[src/hw/rtl/nru_pkg.sv]
`default_nettype none
// -----------------------------------------------------------------------------
// nru_pkg
// Shared types, constants and codes of the nucleation rate unit.
// -----------------------------------------------------------------------------
package nru_pkg;

  localparam int unsigned FracBits = 16;
  localparam int unsigned SatLimitFactor = 1000;

  localparam logic [31:0] SatLowReset = 32'(64'd1 << FracBits);
  localparam logic [63:0] SatHighWide = 64'(SatLimitFactor) << FracBits;
  localparam logic [31:0] SatHighReset =
    (SatHighWide > 64'hFFFF_FFFF) ? 32'hFFFF_FFFF : SatHighWide[31:0];

  localparam logic [63:0] Ln2Q64   = 64'hB172_17F7_D1CF_79AB;
  localparam logic [63:0] Log2eQ63 = 64'hB8AA_3B29_5C17_F0BB;
  localparam logic [63:0] OneQ63   = 64'h8000_0000_0000_0000;
  localparam logic [47:0] LnSqMax  = 48'hFFFF_FFFF_FFFF;
  localparam logic [37:0] QuotMax  = 38'h3F_FFFF_FFFF;

  localparam int unsigned SqSteps   = 32;
  localparam int unsigned DivStages = 48;  // two quotient bits per stage
  localparam int unsigned SerTerms  = 24;
  localparam int unsigned DivShift  = 64 - FracBits;

  localparam int unsigned CfgAddrW = 5;
  localparam int unsigned CfgRegs  = 6;

  typedef enum logic [2:0] {
    CfgSatLow      = 3'd0,
    CfgSatHigh     = 3'd1,
    CfgCoefLow     = 3'd2,
    CfgCoefHigh    = 3'd3,
    CfgBarrierLow  = 3'd4,
    CfgBarrierHigh = 3'd5
  } cfg_idx_e;

  typedef enum logic [1:0] {
    RegNone = 2'd0,
    RegLow  = 2'd1,
    RegHigh = 2'd2
  } regime_e;

  typedef struct packed {
    logic [31:0] sat_low;
    logic [31:0] sat_high;
    logic [31:0] coef_low;
    logic [31:0] coef_high;
    logic [31:0] barrier_low;
    logic [31:0] barrier_high;
  } nru_cfg_t;

  // One item in flight; each stage touches only the fields it needs.
  typedef struct packed {
    logic               kill;
    regime_e            regime;
    logic [31:0]        coef;
    logic [31:0]        barrier;
    logic               szero;
    logic signed [6:0]  expo;
    logic [63:0]        m;
    logic [31:0]        frac;
    logic [38:0]        mag;
    logic [75:0]        pp0;
    logic [75:0]        pp1;
    logic [75:0]        pp2;
    logic [75:0]        pp3;
    logic [47:0]        l2;
    logic [47:0]        rem;
    logic [38:0]        quo;
    logic               qsat;
    logic               uflow;
    logic [5:0]         nsh;
    logic [63:0]        x;
    logic [63:0]        term;
    logic [63:0]        sum;
    logic [63:0]        v;
    logic [63:0]        rate;
  } nru_item_t;

endpackage
`default_nettype wire

[src/hw/rtl/nru_regs.sv]
`default_nettype none
// -----------------------------------------------------------------------------
// nru_regs
// APB register file holding limits, prefactors and barrier coefficients.
// -----------------------------------------------------------------------------
module nru_regs (
  input  wire logic                          clk_i,
  input  wire logic                          rst_ni,
  input  wire logic                          psel,
  input  wire logic                          penable,
  input  wire logic                          pwrite,
  input  wire logic [nru_pkg::CfgAddrW-1:0]  paddr,
  input  wire logic [31:0]                   pwdata,
  output      logic [31:0]                   prdata,
  output      logic                          pready,
  output      nru_pkg::nru_cfg_t             cfg_o
);
  import nru_pkg::*;

  nru_cfg_t cfg_q;
  cfg_idx_e idx;
  logic     wr;

  assign idx    = cfg_idx_e'(paddr[CfgAddrW-1:2]);
  assign wr     = psel & penable & pwrite;
  assign pready = 1'b1;
  assign cfg_o  = cfg_q;

  always_ff @(posedge clk_i or negedge rst_ni) begin
    if (!rst_ni) begin
      cfg_q.sat_low      <= SatLowReset;
      cfg_q.sat_high     <= SatHighReset;
      cfg_q.coef_low     <= '0;
      cfg_q.coef_high    <= '0;
      cfg_q.barrier_low  <= '0;
      cfg_q.barrier_high <= '0;
    end else if (wr) begin
      unique case (idx)
        CfgSatLow:      cfg_q.sat_low      <= pwdata;
        CfgSatHigh:     cfg_q.sat_high     <= pwdata;
        CfgCoefLow:     cfg_q.coef_low     <= pwdata;
        CfgCoefHigh:    cfg_q.coef_high    <= pwdata;
        CfgBarrierLow:  cfg_q.barrier_low  <= pwdata;
        CfgBarrierHigh: cfg_q.barrier_high <= pwdata;
        default: ;
      endcase
    end
  end

  always_comb begin
    unique case (idx)
      CfgSatLow:      prdata = cfg_q.sat_low;
      CfgSatHigh:     prdata = cfg_q.sat_high;
      CfgCoefLow:     prdata = cfg_q.coef_low;
      CfgCoefHigh:    prdata = cfg_q.coef_high;
      CfgBarrierLow:  prdata = cfg_q.barrier_low;
      CfgBarrierHigh: prdata = cfg_q.barrier_high;
      default:        prdata = '0;
    endcase
  end

endmodule
`default_nettype wire

[config.mk]
export PLATFORM = sky130hd
export DESIGN_NAME = nru_regs
export DESIGN_NICKNAME = d
export VERILOG_FILES = /design/src/hw/rtl/nru_pkg.sv /design/src/hw/rtl/nru_regs.sv
export SDC_FILE = /design/constraint.sdc
export NUM_CORES = 1
export LEC_CHECK = 0
export ABC_CLOCK_PERIOD_IN_PS = 3500
export BUFFER_PORTS_ARGS = -buffer_cell sky130_fd_sc_hd__buf_4
export CAP_MARGIN = 0
export CORE_UTILIZATION = 35
export CTS_CLUSTER_SIZE = 10
export DETAILED_ROUTE_END_ITERATION = 16
export GPL_TIMING_DRIVEN = 0
export HOLD_SLACK_MARGIN = 0.02
export PLACE_DENSITY_LB_ADDON = 0.08
export SETUP_SLACK_MARGIN = 0.3
export SLEW_MARGIN = 20
export SYNTH_ARGS = -nofsm -noshare
export SYNTH_HDL_FRONTEND = slang
export SYNTH_SLANG_ARGS = --single-unit
[constraint.sdc]
create_clock -name clk_i -period 3.5 [get_ports clk_i]
set_input_delay 0.7 -clock clk_i [delete_from_list [all_inputs] [get_ports clk_i]]
set_output_delay 0.7 -clock clk_i [all_outputs]
set_load 0.005 [all_outputs]
==> results of run 1 <==
through the flow:
step,setup WS (ns),total power [mW]
floorplan,1.17,3.71
detailed placement,0.287,4.87
global placement,0.344,4.79
global route,0.346,7.06
finish,0.414,6.71
CTS,0.339,6.78
cells by family after synthesis:
| group | Yosys count | share of synthesized area |
|---|---|---|
| multiplexers | 263 | 0.327 |
| flip-flops | 192 | 0.539 |
| AND/OR/NAND/NOR | 66 | 0.0430 |
| AO/OA/AOI/OAI | 60 | 0.0510 |
| buffers and inverters | 48 | 0.0394 |
| other | 1 | 0.000420 |
cells in the final DEF (no fill, tap or decap), drive strengths merged, types with 2 or more instances in the layout:
cell type and count:
or3 7, nor2 7, inv 6, o221ai 10, mux2i 29, a31oi 19
and3b 3, a311o 2, buf 304, clkinv 6, nand2 39, clkbuf 26
clkinvlp 2, a221oi 20, a211oi 2, nor3 2, nand2b 2, dfstp 7
nand3 3, a21oi 6, mux2 234, dfrtp 185
what timing repair did:
item                                   in CTS  in global routing
endpoints found under the hold margin       0                  0
gates resized for setup                     1                  5
setup endpoints to repair                   1                  9
power by group:
| part | leakage (nW) | switching (mW) | internal, mW |
|---|---|---|---|
| logic | 3.01 | 0.681 | 1.10 |
| clock network | 0.274 | 0.936 | 0.961 |
| registers | 2.44 | 0.362 | 2.66 |
| total | 5.72 | 1.98 | 4.73 |
worst max-delay path by stage:
stage | from | cells after the start | end | slack [ns]
after floorplan | paddr[3] | 5 | prdata[0] | 1.17
after global placement | paddr[4] | 7 | prdata[0] | 0.34
after detailed placement | paddr[4] | 7 | prdata[0] | 0.29
after CTS | paddr[4] | 7 | prdata[6] | 0.34
after global routing | paddr[4] | 7 | prdata[0] | 0.35
final | paddr[2] | 6 | prdata[0] | 0.41
area by class of cell:
type	count	area share
inverters	1	0.000314
well taps	330	0.0346
repair buffers	264	0.170
plain buffers	47	0.0294
clock inverters	13	0.0104
multi-input cells	390	0.315
flip-flops and latches	192	0.403
clock buffers	19	0.0371
critical path, stage by stage:
cell and delay (ns):
buf_6 0.15, buf_2 0.32, buf_2 0.44, buf_2 0.39
a31oi_1 0.19, buf_4 0.18
metal layers:
metal,up-vias,global-route usage
met4,0,0.0798
met2,239,0.379
li1,2898,-
met5,-,0
met3,44,0.0638
met1,3399,0.306
==> flow_summary_export.csv, run 1 <==
group,metric,value,unit
timing,min_period,3.09,ns
timing,setup_viol,0,
final_layout,multi_input_area,0.00377,sq mm
synth,synth_area_leaders,"dfrtp_1 52%, mux2_2 28%, mux2i_1 3.2%",
clocking,insertion_delay,0.43,ns
floorplanning,rows,58,
timing,hold_viol,0,
synth,synth_most_common_cell,"mux2_2",
timing,tns,0,ns
route,num_vias,6580,
setup_path,r2r_start,"cfg_o[109]",
final_layout,largest_reg_flops,192,
setup_path,reg2reg_to,"cfg_o[109]",
synth,syn_avg_cell_area,14.2,sq um
clocking,clkTransAtPathRegs,0.07,ns
grt,grt_use_total,0.236,
clocking,post_cts_buffers,0,
placement,portBuffers,262,
synth,synth_edf_count,0,
clocking,cts.sinks,192,
synth,ys_seq_elements,192,
timing,finClkSkew,0,ns
synth,synth_warnings,0,
clocking,htreeDepth,4,
final_layout,finish.instance_area,0.0119,sq mm
setup_path,crit_type,"in2out",
final_layout,drive_above_1_share,0.625,
clocking,clock_tree.root_cell,"clkbuf_16",
route,postRouteAntennaNets,0,
power,leakage,5.72,nW
synth,yosysTopAreaCellShare,0.518,
grt,antenna_found_initial,0,
route,wl_met1,13.1,mm
route,wl_met3,2.01,mm
synth,syn-cell-area,0.00893,sq mm
floorplanning,die_w,162,um
route,wire_per_inst,24.1,um
worst_hold_path,min_path_type,"in2async",
route,routed.top_layer,"met4",
setup_path,regToRegSetupSlack,2.68,ns
final_layout,n_antenna_cell,0,
grt,grt_max_degree,77,
final_layout,fin_cells,1256,
floorplanning,start_util,0.356,
synth,synthArstFlopShare,1.00,
route,vias_per_cell,5.24,
power,vdd_drop_max,266,uV
setup_path,critPathLaunchType,"input pin",
clocking,cts_inserted_buffers,17,
timing,slew_violations,0,
synth,synth_cell_types,29,
power,power.density,561,mW/mm^2
synth,synth_top_cell_by_area,"dfrtp_1",
setup_path,end_kind,"primary output",
setup_path,crit_fanout,10,
clocking,cts_tree,"done",
grt,grt_pass1_wl,45.2,mm
synth,yosys-top-cells-count,"226 x mux2_2, 185 x dfrtp_1, 39 x nand2_1",
floorplanning,die_h,162,um
timing,worst_pin_slew,0.878,ns
synth,ys_seq_area_frac,0.539,
route,wl_met2,14.4,mm
final_layout,final-seq-area,0.00481,sq mm
placement,place_area,0.0114,sq mm
route,dr.pass1.iters,5,
synth,synthCells,630,
timing,timing.final.crit_share,0.882,
clocking,clk_path_buf_depth,2,
route,drt-total-wl,30.2,mm
run,drv_cap,0,
setup_path,crit_arrival,2.39,ns
timing,maxSlewHeadroom,0.415,
placement,placed_cells,1224,
final_layout,final_util,0.476,
grt,grt.overflow.total,0,
final_layout,nNetsFinal,955,
clocking,ctsHoldBuffers,0,
final_layout,area_growth,33.7,%
floorplanning,core_area,0.0251,sq mm
timing,rsz0062_at_grt,"false",
timing,max_freq,324,MHz
placement,gp_congestion,0.819,
grt,grt_pass1_vias,7031,
route,drt-initial-drc-count,391,
setup_path,cp.required,2.80,ns
route,post-route-drc-count,0,
placement,post-dp-hpwl,21.2,mm
timing,hold_ws,0.149,ns
floorplanning,ios,267,
floorplanning,die_area,0.0262,sq mm
setup_path,reg2regPathDepth,1,
status,status,"finished, final reports clean",
final_layout,nFillCells,2276,
synth,syn_nets,672,
synth,ys.flop_type,"dfrtp_1",
No activity file was read; power rests on OpenSTA's default activity.
==> run 2: changes to the inputs <==
--- a/config.mk
+++ b/config.mk
@@ -7,3 +7,3 @@
 export LEC_CHECK = 0
-export ABC_CLOCK_PERIOD_IN_PS = 3500
+export ABC_CLOCK_PERIOD_IN_PS = 3700
 export BUFFER_PORTS_ARGS = -buffer_cell sky130_fd_sc_hd__buf_4
==> constraint.sdc (replaced) <==
create_clock -name clk_i -period 3.7 [get_ports clk_i]
set_input_delay 1.11 -clock clk_i [delete_from_list [all_inputs] [get_ports clk_i]]
set_output_delay 1.11 -clock clk_i [all_outputs]
set_load 0.005 [all_outputs]
==> flow_summary_export.csv, run 2 (synthesis gave the netlist of run 1 again) <==
group,metric,value,unit
timing,rsz0062_at_grt,"true",
route,drt-initial-drc-count,274,
floorplanning,core_area,0.0251,sq mm
clocking,ctsHoldBuffers,0,
power,vdd_drop_max,254,uV
grt,grt_use_total,0.240,
placement,post-dp-hpwl,21.2,mm
worst_hold_path,min_path_type,"reg2reg",
timing,setup_viol,0,
route,vias_per_cell,5.24,
final_layout,multi_input_area,0.00397,sq mm
route,num_vias,6663,
grt,antenna_found_initial,0,
grt,grt_pass1_wl,46.1,mm
clocking,insertion_delay,0.43,ns
setup_path,critPathSlowestCell,"mux2_2",
setup_path,r2r_start,"cfg_o[109]",
setup_path,crit_path_frequent_cell,"buf_12",
clocking,clk_path_buf_depth,2,
setup_path,cp.required,2.59,ns
setup_path,slowest_delay,0.27,ns
power,leakage,6.04,nW
route,postRouteAntennaNets,0,
clocking,cts_inserted_buffers,17,
final_layout,n_antenna_cell,0,
placement,portBuffers,262,
run,drv_cap,0,
setup_path,reg2reg_to,"cfg_o[109]",
worst_hold_path,min_delay_path_depth,1,
clocking,clkTransAtPathRegs,0.07,ns
timing,hold_ws,0.520,ns
setup_path,end_kind,"primary output",
route,dr.pass1.iters,4,
timing,finClkSkew,0,ns
grt,grt_max_degree,77,
timing,slew_violations,0,
final_layout,drive_above_1_share,0.666,
setup_path,critPathLaunchType,"input pin",
setup_path,crit_arrival,2.33,ns
status,status,"finished, final reports clean",
timing,hold_viol,0,
route,drt-total-wl,30.9,mm
final_layout,area_growth,41.8,%
final_layout,final_common_cell,"buf_4",
placement,gp_congestion,0.819,
final_layout,final-seq-area,0.00481,sq mm
setup_path,crit_type,"in2out",
timing,min_period,3.44,ns
floorplanning,die_w,162,um
final_layout,largest_reg_flops,192,
timing,timing.final.crit_share,0.931,
setup_path,reg2regPathDepth,1,
setup_path,crit_fanout,5,
floorplanning,ios,267,
route,post-route-drc-count,0,
grt,grt.overflow.total,0,
power,power.density,511,mW/mm^2
floorplanning,rows,58,
worst_hold_path,hold_start,"cfg_o[23]",
clocking,clock_tree.root_cell,"clkbuf_16",
floorplanning,start_util,0.356,
final_layout,nFillCells,2209,
setup_path,cp_cell_sequence,"buf_12 > buf_12 > buf_12 > buf_4 > mux2_2 > a221oi_2 > a31oi_1 > buf_4",
route,wire_per_inst,24.3,um
setup_path,regToRegSetupSlack,2.87,ns
clocking,cts.sinks,192,
floorplanning,die_h,162,um
final_layout,nNetsFinal,971,
clocking,htreeDepth,4,
worst_hold_path,hold_end,"cfg_o[23]",
final_layout,layout_common_cells,"279 x buf_4, 218 x mux2_2, 185 x dfrtp_1",
timing,max_freq,290,MHz
grt,grt_pass1_vias,7137,
timing,tns,0,ns
floorplanning,die_area,0.0262,sq mm
clocking,cts_tree,"done",
run 2: cell types whose count changed in the layout (fill, tap and decap cells not counted), sizes merged:
cell	before	now
clkbuf	26	24
buf	304	321
bufbuf	0	1
run 2: through the flow:
step                instances  power, mW  setup WS, ns  utilization  area [sq um]
floorplan                 630       3.51         0.554            -          8930
global placement         1222       4.53        -0.276        0.451         11300
detailed placement       1224       4.61        -0.333        0.453         11400
CTS                      1268       6.51         0.271        0.498         12500
global route             1272       6.81         0.225        0.504         12700
finish                   1272       6.48         0.256        0.504         12700
run 2: worst max path at each step:
stage               slack [ns]         end  startpoint
floorplan                 0.55   prdata[0]    paddr[3]
global placement         -0.28   prdata[0]    paddr[4]
detailed placement       -0.33   prdata[0]    paddr[4]
CTS                       0.27  prdata[20]    paddr[3]
global route              0.23  prdata[21]    paddr[4]
finish                    0.26  prdata[24]    paddr[3]
run 2: area by class of cell:
class | count | area share
tap | 330 | 0.0326
inverter | 1 | 0.000692
timing repair buffer | 280 | 0.181
multi-input combinational | 390 | 0.314
buffer | 47 | 0.0466
clock inverter | 13 | 0.00978
sequential | 192 | 0.380
clock buffer | 19 | 0.0350
run 2: worst max-delay path, delay by kind of cell:
| kind | cells | cell delay, ns |
|---|---|---|
| AO/OA/AOI/OAI | 2 | 0.29 |
| multiplexers | 1 | 0.27 |
| buffers and inverters | 5 | 0.66 |
run 2: metal layers:
layer  vias up  GRT usage  routed length (um)
met4         0     0.0780                 794
met2       237      0.390               14700
met1      3438      0.311               13300
li1       2943          -                   -
met3        45     0.0644                2120
met5         -          0                   0
run 2: power breakdown:
| group | switching (mW) | internal (mW) |
|---|---|---|
| clock network | 0.886 | 0.909 |
| logic | 0.682 | 1.13 |
| registers | 0.353 | 2.52 |
| total | 1.92 | 4.55 |
run 2: what timing repair did:
item / in CTS / in global routing
resized for setup: 94 / 24
buffers inserted: 9 / 3
pin swaps: 11 / 9
endpoints found under the setup margin: 32 / 30
gates cloned: 3 / 1
endpoints found under the hold margin: 0 / 0
